### src/hw/rtl/acr_pkg.sv
package acr_pkg;

  // Coordinate format: signed fixed point, four fraction bits by default.
  // Only adds and compares are used, so the fraction position never matters.
  localparam int COORD_WIDTH = 20;
  localparam int SIZE_WIDTH  = COORD_WIDTH - 1;

  // Internal width: room for 2*position + size and for differences of sums.
  localparam int EXT_WIDTH = COORD_WIDTH + 3;

  localparam logic signed [EXT_WIDTH-1:0] COORD_MAX =
    EXT_WIDTH'((64'd1 << (COORD_WIDTH - 1)) - 64'd1);
  localparam logic signed [EXT_WIDTH-1:0] COORD_MIN = ~COORD_MAX;

  typedef enum logic [2:0] {
    MODE_OVERLAP      = 3'd0,
    MODE_OUTSIDE      = 3'd1,
    MODE_POINT_IN     = 3'd2,
    MODE_PUSH_OUT_BOX = 3'd3,
    MODE_PUSH_OUT_PT  = 3'd4,
    MODE_PUSH_IN_BOX  = 3'd5,
    MODE_PUSH_IN_PT   = 3'd6
  } mode_e;

  typedef struct packed {
    logic [2:0]                    mode;
    logic signed [COORD_WIDTH-1:0] host_x;
    logic signed [COORD_WIDTH-1:0] host_y;
    logic [SIZE_WIDTH-1:0]         host_w;
    logic [SIZE_WIDTH-1:0]         host_h;
    logic signed [COORD_WIDTH-1:0] other_x;
    logic signed [COORD_WIDTH-1:0] other_y;
    logic [SIZE_WIDTH-1:0]         other_w;
    logic [SIZE_WIDTH-1:0]         other_h;
  } query_t;

  typedef struct packed {
    logic                          hit;
    logic signed [COORD_WIDTH-1:0] new_x;
    logic signed [COORD_WIDTH-1:0] new_y;
    logic                          saturated;
  } result_t;

endpackage

### src/hw/rtl/aabb_collision_resolver_unit.sv
// Axis-aligned box collision resolver.
// Input channel: in_valid_i / in_stall_o carry one query beat (mode, host box,
// other box or point). Output channel: out_valid_o / out_stall_i carry one
// result beat (hit flag, adjusted position, saturation flag). A beat moves at
// a rising edge where valid is high and stall is low.
// Every query gives exactly one result, in order. The accepting edge loads
// the input register; the result register then loads the result through the
// geometry logic and shows it on the outputs. Throughput is one query per
// cycle while the receiver does not stall; the geometry is adds and compares
// only, and the path between the two registers sets the clock rate.
// When the receiver stalls, the result register holds its beat unchanged and
// the input register can still take one more query; in_stall_o rises only
// once both registers are full and the output is stalled.
// Reset clears both valid flags; no result is shown until a query arrives.
// There is no configuration and no state carried from one query to the next.
module aabb_collision_resolver_unit (
  input  logic             clk_i,
  input  logic             rst_ni,
  input  logic             in_valid_i,
  output logic             in_stall_o,
  input  acr_pkg::query_t  in_data_i,
  output logic             out_valid_o,
  input  logic             out_stall_i,
  output acr_pkg::result_t out_data_o
);

  // Input register.
  logic             in_valid_q, in_valid_d;
  acr_pkg::query_t  in_data_q;

  // Result register.
  logic             out_valid_q, out_valid_d;
  acr_pkg::result_t out_data_q;

  acr_pkg::result_t result;
  logic             out_ready;
  logic             in_ready;

  // The result register can load when it is empty or its beat leaves now.
  assign out_ready = !out_valid_q || !out_stall_i;
  // The input register can load when it is empty or its query moves on now.
  assign in_ready  = !in_valid_q || out_ready;

  assign in_valid_d  = in_ready ? in_valid_i : in_valid_q;
  assign out_valid_d = out_ready ? in_valid_q : out_valid_q;

  acr_resolve u_resolve (
    .query_i  (in_data_q),
    .result_o (result)
  );

  always_ff @(posedge clk_i or negedge rst_ni) begin
    if (!rst_ni) begin
      in_valid_q  <= 1'b0;
      out_valid_q <= 1'b0;
    end else begin
      in_valid_q  <= in_valid_d;
      out_valid_q <= out_valid_d;
    end
  end

  // Payload registers load only when a beat actually enters them.
  always_ff @(posedge clk_i) begin
    if (in_ready && in_valid_i) begin
      in_data_q <= in_data_i;
    end
    if (out_ready && in_valid_q) begin
      out_data_q <= result;
    end
  end

  assign in_stall_o  = !in_ready;
  assign out_valid_o = out_valid_q;
  assign out_data_o  = out_data_q;

endmodule

### src/hw/rtl/acr_resolve.sv
// Combinational geometry for one query: tests, push-out and clamp moves,
// then saturation of the moved position back to the coordinate range.
module acr_resolve (
  input  acr_pkg::query_t  query_i,
  output acr_pkg::result_t result_o
);

  localparam int EW = acr_pkg::EXT_WIDTH;
  localparam int CW = acr_pkg::COORD_WIDTH;
  localparam int SW = acr_pkg::SIZE_WIDTH;

  logic signed [EW-1:0] hx, hy, hw, hh, ox, oy, ow, oh;
  logic signed [EW-1:0] h_right, h_bottom, o_right, o_bottom;
  logic signed [EW-1:0] dx, dy, abs_dx, abs_dy;
  logic signed [EW-1:0] nx, ny;
  logic                 overlap, outside, pin, hit;
  logic                 clip_x, clip_y;

  always_comb begin
    hx = {{(EW - CW){query_i.host_x[CW-1]}}, query_i.host_x};
    hy = {{(EW - CW){query_i.host_y[CW-1]}}, query_i.host_y};
    ox = {{(EW - CW){query_i.other_x[CW-1]}}, query_i.other_x};
    oy = {{(EW - CW){query_i.other_y[CW-1]}}, query_i.other_y};
    hw = {{(EW - SW){1'b0}}, query_i.host_w};
    hh = {{(EW - SW){1'b0}}, query_i.host_h};
    ow = {{(EW - SW){1'b0}}, query_i.other_w};
    oh = {{(EW - SW){1'b0}}, query_i.other_h};

    h_right  = hx + hw;
    h_bottom = hy + hh;
    o_right  = ox + ow;
    o_bottom = oy + oh;

    overlap = (h_right > ox) && (h_bottom > oy) && (hx < o_right) && (hy < o_bottom);
    outside = (hx < ox) || (hy < oy) || (h_right > o_right) || (h_bottom > o_bottom);
    pin     = (ox > hx) && (ox < h_right) && (oy > hy) && (oy < h_bottom);

    // Penetration depths, signed by the side of the other box's center.
    // Centers are compared doubled so nothing is halved.
    if (((ox <<< 1) + ow) <= ((hx <<< 1) + hw)) begin
      dx = o_right - hx;
    end else begin
      dx = ox - h_right;
    end
    if (((oy <<< 1) + oh) <= ((hy <<< 1) + hh)) begin
      dy = o_bottom - hy;
    end else begin
      dy = oy - h_bottom;
    end
    abs_dx = dx[EW-1] ? -dx : dx;
    abs_dy = dy[EW-1] ? -dy : dy;

    hit = 1'b0;
    nx  = ox;
    ny  = oy;
    case (acr_pkg::mode_e'(query_i.mode))
      acr_pkg::MODE_OVERLAP:  hit = overlap;
      acr_pkg::MODE_OUTSIDE:  hit = outside;
      acr_pkg::MODE_POINT_IN: hit = pin;
      acr_pkg::MODE_PUSH_OUT_BOX: begin
        hit = overlap;
        if (overlap) begin
          if (abs_dx > abs_dy) begin
            ny = oy - dy;
          end else begin
            nx = ox - dx;
          end
        end
      end
      acr_pkg::MODE_PUSH_OUT_PT: begin
        hit = pin;
        if (pin) begin
          nx = ((ox <<< 1) < ((hx <<< 1) + hw)) ? hx : h_right;
          ny = ((oy <<< 1) < ((hy <<< 1) + hh)) ? hy : h_bottom;
        end
      end
      acr_pkg::MODE_PUSH_IN_BOX: begin
        hit = outside;
        if (ox < hx) begin
          nx = hx;
        end else if (o_right > h_right) begin
          nx = h_right - ow;
        end
        if (oy < hy) begin
          ny = hy;
        end else if (o_bottom > h_bottom) begin
          ny = h_bottom - oh;
        end
      end
      acr_pkg::MODE_PUSH_IN_PT: begin
        hit = !pin;
        if (ox < hx) begin
          nx = hx;
        end else if (ox > h_right) begin
          nx = h_right;
        end
        if (oy < hy) begin
          ny = hy;
        end else if (oy > h_bottom) begin
          ny = h_bottom;
        end
      end
      default: hit = 1'b0;
    endcase

    clip_x = (nx > acr_pkg::COORD_MAX) || (nx < acr_pkg::COORD_MIN);
    clip_y = (ny > acr_pkg::COORD_MAX) || (ny < acr_pkg::COORD_MIN);

    result_o.hit = hit;
    if (nx > acr_pkg::COORD_MAX) begin
      result_o.new_x = acr_pkg::COORD_MAX[CW-1:0];
    end else if (nx < acr_pkg::COORD_MIN) begin
      result_o.new_x = acr_pkg::COORD_MIN[CW-1:0];
    end else begin
      result_o.new_x = nx[CW-1:0];
    end
    if (ny > acr_pkg::COORD_MAX) begin
      result_o.new_y = acr_pkg::COORD_MAX[CW-1:0];
    end else if (ny < acr_pkg::COORD_MIN) begin
      result_o.new_y = acr_pkg::COORD_MIN[CW-1:0];
    end else begin
      result_o.new_y = ny[CW-1:0];
    end
    result_o.saturated = clip_x || clip_y;
  end

endmodule

### config.mk
export PLATFORM = sky130hd
export DESIGN_NAME = aabb_collision_resolver_unit
export DESIGN_NICKNAME = d
export VERILOG_FILES = /design/src/hw/rtl/acr_pkg.sv /design/src/hw/rtl/aabb_collision_resolver_unit.sv /design/src/hw/rtl/acr_resolve.sv
export SDC_FILE = /design/constraint.sdc
export NUM_CORES = 1
export LEC_CHECK = 0
export BUFFER_PORTS_ARGS = -buffer_cell sky130_fd_sc_hd__buf_2
export CELL_PAD_IN_SITES_DETAIL_PLACEMENT = 2
export CELL_PAD_IN_SITES_GLOBAL_PLACEMENT = 2
export CORE_MARGIN = 10
export CORE_UTILIZATION = 37
export CTS_BUF_LIST = sky130_fd_sc_hd__clkbuf_8
export DETAILED_ROUTE_END_ITERATION = 12
export MAX_ROUTING_LAYER = met4
export PLACE_DENSITY = 0.79
export SYNTH_ARGS = -nofsm -noshare
export SYNTH_HDL_FRONTEND = slang
export SYNTH_HIERARCHICAL = 1
export SYNTH_SLANG_ARGS = --single-unit
### constraint.sdc
create_clock -name clk_i -period 10.3 [get_ports clk_i]
set_input_delay 1.03 -clock clk_i [delete_from_list [all_inputs] [get_ports clk_i]]
set_output_delay 1.03 -clock clk_i [all_outputs]
set_load 0.02 [all_outputs]
==> flow_summary.yaml <==
job:
  maxCapViolCount: 0
synth:
  ys_types: 111
  synth_nets: 4336
  ys_ff_latch: 203
  synthFlopType: "edfxtp_1"
  yosys_warnings: 6
  ys_seq_area_share_pct: 20.1
  synth_edf_count: 201
  syn_inst: 3665
  avgSynthCellArea_sq_um: 8.24
  syn_area_sq_um: 30200
  ys_async_sr_fraction_pct: 0.985
setup_path:
  crit_fanout: 9
  cp.required_ns: 10.78
  cp_common_cell: "nand4_1"
  arrival_ns: 10.35
  crit_type: "register to register"
  critical_path.max_stage_delay_ns: 0.58
  crit_path_top_delay_cell: "nor4_1"
  crit_path_end_kind: "register"
  critPathLaunchType: "register"
cts:
  htree_levels: 2
  cts_sinks: 203
  clk_pin_slew_ns: 0.06
  cts_tree: "yes"
  cts_hold_buffers: 0
  cts_buffers: 44
  clk_latency_ns: 0.67
  cts_root_buf: "clkbuf_8"
  max-clock-path-buffers: 3
floorplan:
  start_util_pct: 37.4
  rows: 104
  ioPinCount: 207
  fp.dieArea_sq_um: 93500
  fp.dieH_um: 306
  die_w_um: 306
  coreArea_sq_um: 80700
finish:
  utilization_pct: 42.6
  area_delta_synth_final_pct: 13.7
  layout_commonest_cell: "ha_1"
  fin_cells: 5033
  drive_gt1_share_pct: 12.8
  stdcell_area_sq_um: 34400
  final_nets: 4606
  final_cell_mix: "ha_1 (491), a21oi_1 (371), nor2_1 (327), inv_1 (231), nand2_1 (231)"
timing:
  period_share_pct: 95.8
  hold_slack_ns: 0.143
  fmax_mhz: 101
  setup_viol: 0
  worst_pin_slew_ns: 0.994
  finalHoldViolations: 0
  setup-tns-final_ns: 0
  skew_ns: 0.0283
  period_needed_ns: 9.87
  maxSlewHeadroom_pct: 33.5
  maxSlewViolCount: 0
route:
  drc: 0
  routed_wl_um: 147000
  drtIter0Drc: 2975
  num_vias: 31600
  avgRoutedWirePerCell_um: 29.2
  antenna_left: 0
  vias_per_cell: 6.28
  first_pass_iters: 8
power:
  sw_frac_of_total_pct: 54.1
  clkPwrFrac_pct: 12.5
  peakVddDrop_v: 0.000138
  p_int_w: 0.00359
  combPwrFrac_pct: 73.2
  cellLeakagePower_nw: 15.1
  p_per_area_nw_per_um2: 228
  pwr-share-seq_pct: 14.3
  p_switching_w: 0.00423
global_route:
  grt_max_degree: 73
  first_global_vias: 32800
  grt_pass1_wl_um: 215000
  track_usage_pct: 30.8
  antenna_found_initial: 6
  overflow: 0
place:
  port_buffers: 206
  place_area_sq_um: 33000
  dp.final_hpwl_um: 121000
  placedCellCount: 4935
  gp_congestion: 1.01
worst_hold_path:
  hold_class: "input pin to async pin"
outcome:
  status: "finished, final reports clean"
-- metrics by stage --
stage / worst slack, ns / power [W]
2_1_floorplan: 1.53 / 0.00470
3_3_place_gp: -0.135 / 0.00633
3_5_place_dp: -0.316 / 0.00652
4_1_cts: 0.0537 / 0.00757
5_1_grt: -0.0650 / 0.00833
6_report: 0.431 / 0.00782
-- state kept, by name, summed over array words and instances, names as in the netlist --
name / cells
in_data_q: 159
in_valid_q: 1
out_data_o: 42
out_valid_o: 1
-- layout make-up --
| class | count | area (sq um) |
|---|---|---|
| fill | 9252 | 46300 |
| multi-input combinational | 3140 | 23300 |
| sequential | 203 | 6090 |
| timing repair buffer | 316 | 1890 |
| tap | 1060 | 1330 |
| inverter | 230 | 863 |
| clock buffer | 44 | 606 |
| clock inverter | 36 | 297 |
| antenna | 4 | 10.0 |
-- cells in the mapped netlist, drive strengths merged (29+ instances only) --
cell    count  area, sq um
mux2i      79          791
inv       229          860
edfxtp    201         6040
nor3       83          440
a21boi     32          244
xor2      105          920
o21bai     29          225
o22ai      39          244
a21oi     383         1940
nand2b     55          344
o21a       57          428
a21o      139         1040
nor2      333         1260
nand3      86          435
xnor2     185         1620
clkbuf     69          259
a31oi      30          194
a211oi     50          395
ha        492         6160
nand2     232          871
nor2b      59          377
o211ai     48          360
o21ai     230         1150
nand4      45          288
-- power by group through the flow --
stage               Combinational (W)  Sequential, W  Clock (W)
detailed placement            0.00539        0.00113          0
finish                        0.00573        0.00112   0.000975
CTS                           0.00546        0.00111   0.000997
global route                  0.00618        0.00112    0.00103
floorplan                     0.00357        0.00113          0
global placement              0.00520        0.00113          0
-- worst max-delay path: cells and delay by family, from the launching register on --
kind	cells	cell delay, ns
and+or+nand+nor	22	4.59
AOI/OAI and AO/OA	12	2.30
adders and majority gates	4	1.27
xor gates and xnor gates	2	0.47
buffers and inverters	3	0.41
DFF	1	0.37
muxes	1	0.25
-- cells by family (layout without fill, tap and decap cells) --
family                   Yosys count  count (layout)  synth area share (%)
other                              2               6                0.0249
multiplexers                      91              91                  3.07
AO/OA/AOI/OAI                   1221            1221                  26.3
AND/OR/NAND/NOR                 1028            1028                  16.5
flip-flops                       203             203                  20.1
buffers and inverters            322             626                  4.16
XOR/XNOR                         290             290                  8.41
adder cells (fa/ha/maj)          508             508                  21.4
-- layer usage --
| metal | GRT usage (%) | vias up | routed length [um] |
|---|---|---|---|
| met1 | 44.3 | 15900 | 70000 |
| met5 | - | - | 0 |
| met2 | 43.9 | 1246 | 60600 |
| met3 | 5.36 | 202 | 12400 |
| li1 | - | 14200 | - |
| met4 | 7.43 | 0 | 3700 |
-- repair_timing --
| action | CTS | global route |
|---|---|---|
| pin swaps | 1 | 15 |
| gates resized for setup | 11 | 73 |
| endpoints found under the setup margin | 21 | 41 |
| cloned | 0 | 1 |
| buffers inserted | 0 | 13 |
| endpoints found under the hold margin | 0 | 0 |
-- final timing paths --
kind | startpoint | end | slack (ns) | depth (start not counted)
hold reg to reg | in_valid_q$_DFFE_PN0P_ | out_valid_o$_DFFE_PN0P_ | 0.52 | 1
setup / recovery | in_data_q[79]$_DFFE_PP_ | out_data_o[2]$_DFFE_PP_ | 0.43 | 44
min in group clk_i | in_valid_q$_DFFE_PN0P_ | out_valid_o$_DFFE_PN0P_ | 0.52 | 1
max in group asynchronous | rst_ni | out_valid_o$_DFFE_PN0P_ | 10.06 | 1
hold / removal | rst_ni | in_valid_q$_DFFE_PN0P_ | 0.14 | 1
setup reg to reg | in_data_q[79]$_DFFE_PP_ | out_data_o[2]$_DFFE_PP_ | 0.43 | 44
Note: power is estimated with default switching activity, not from simulation.
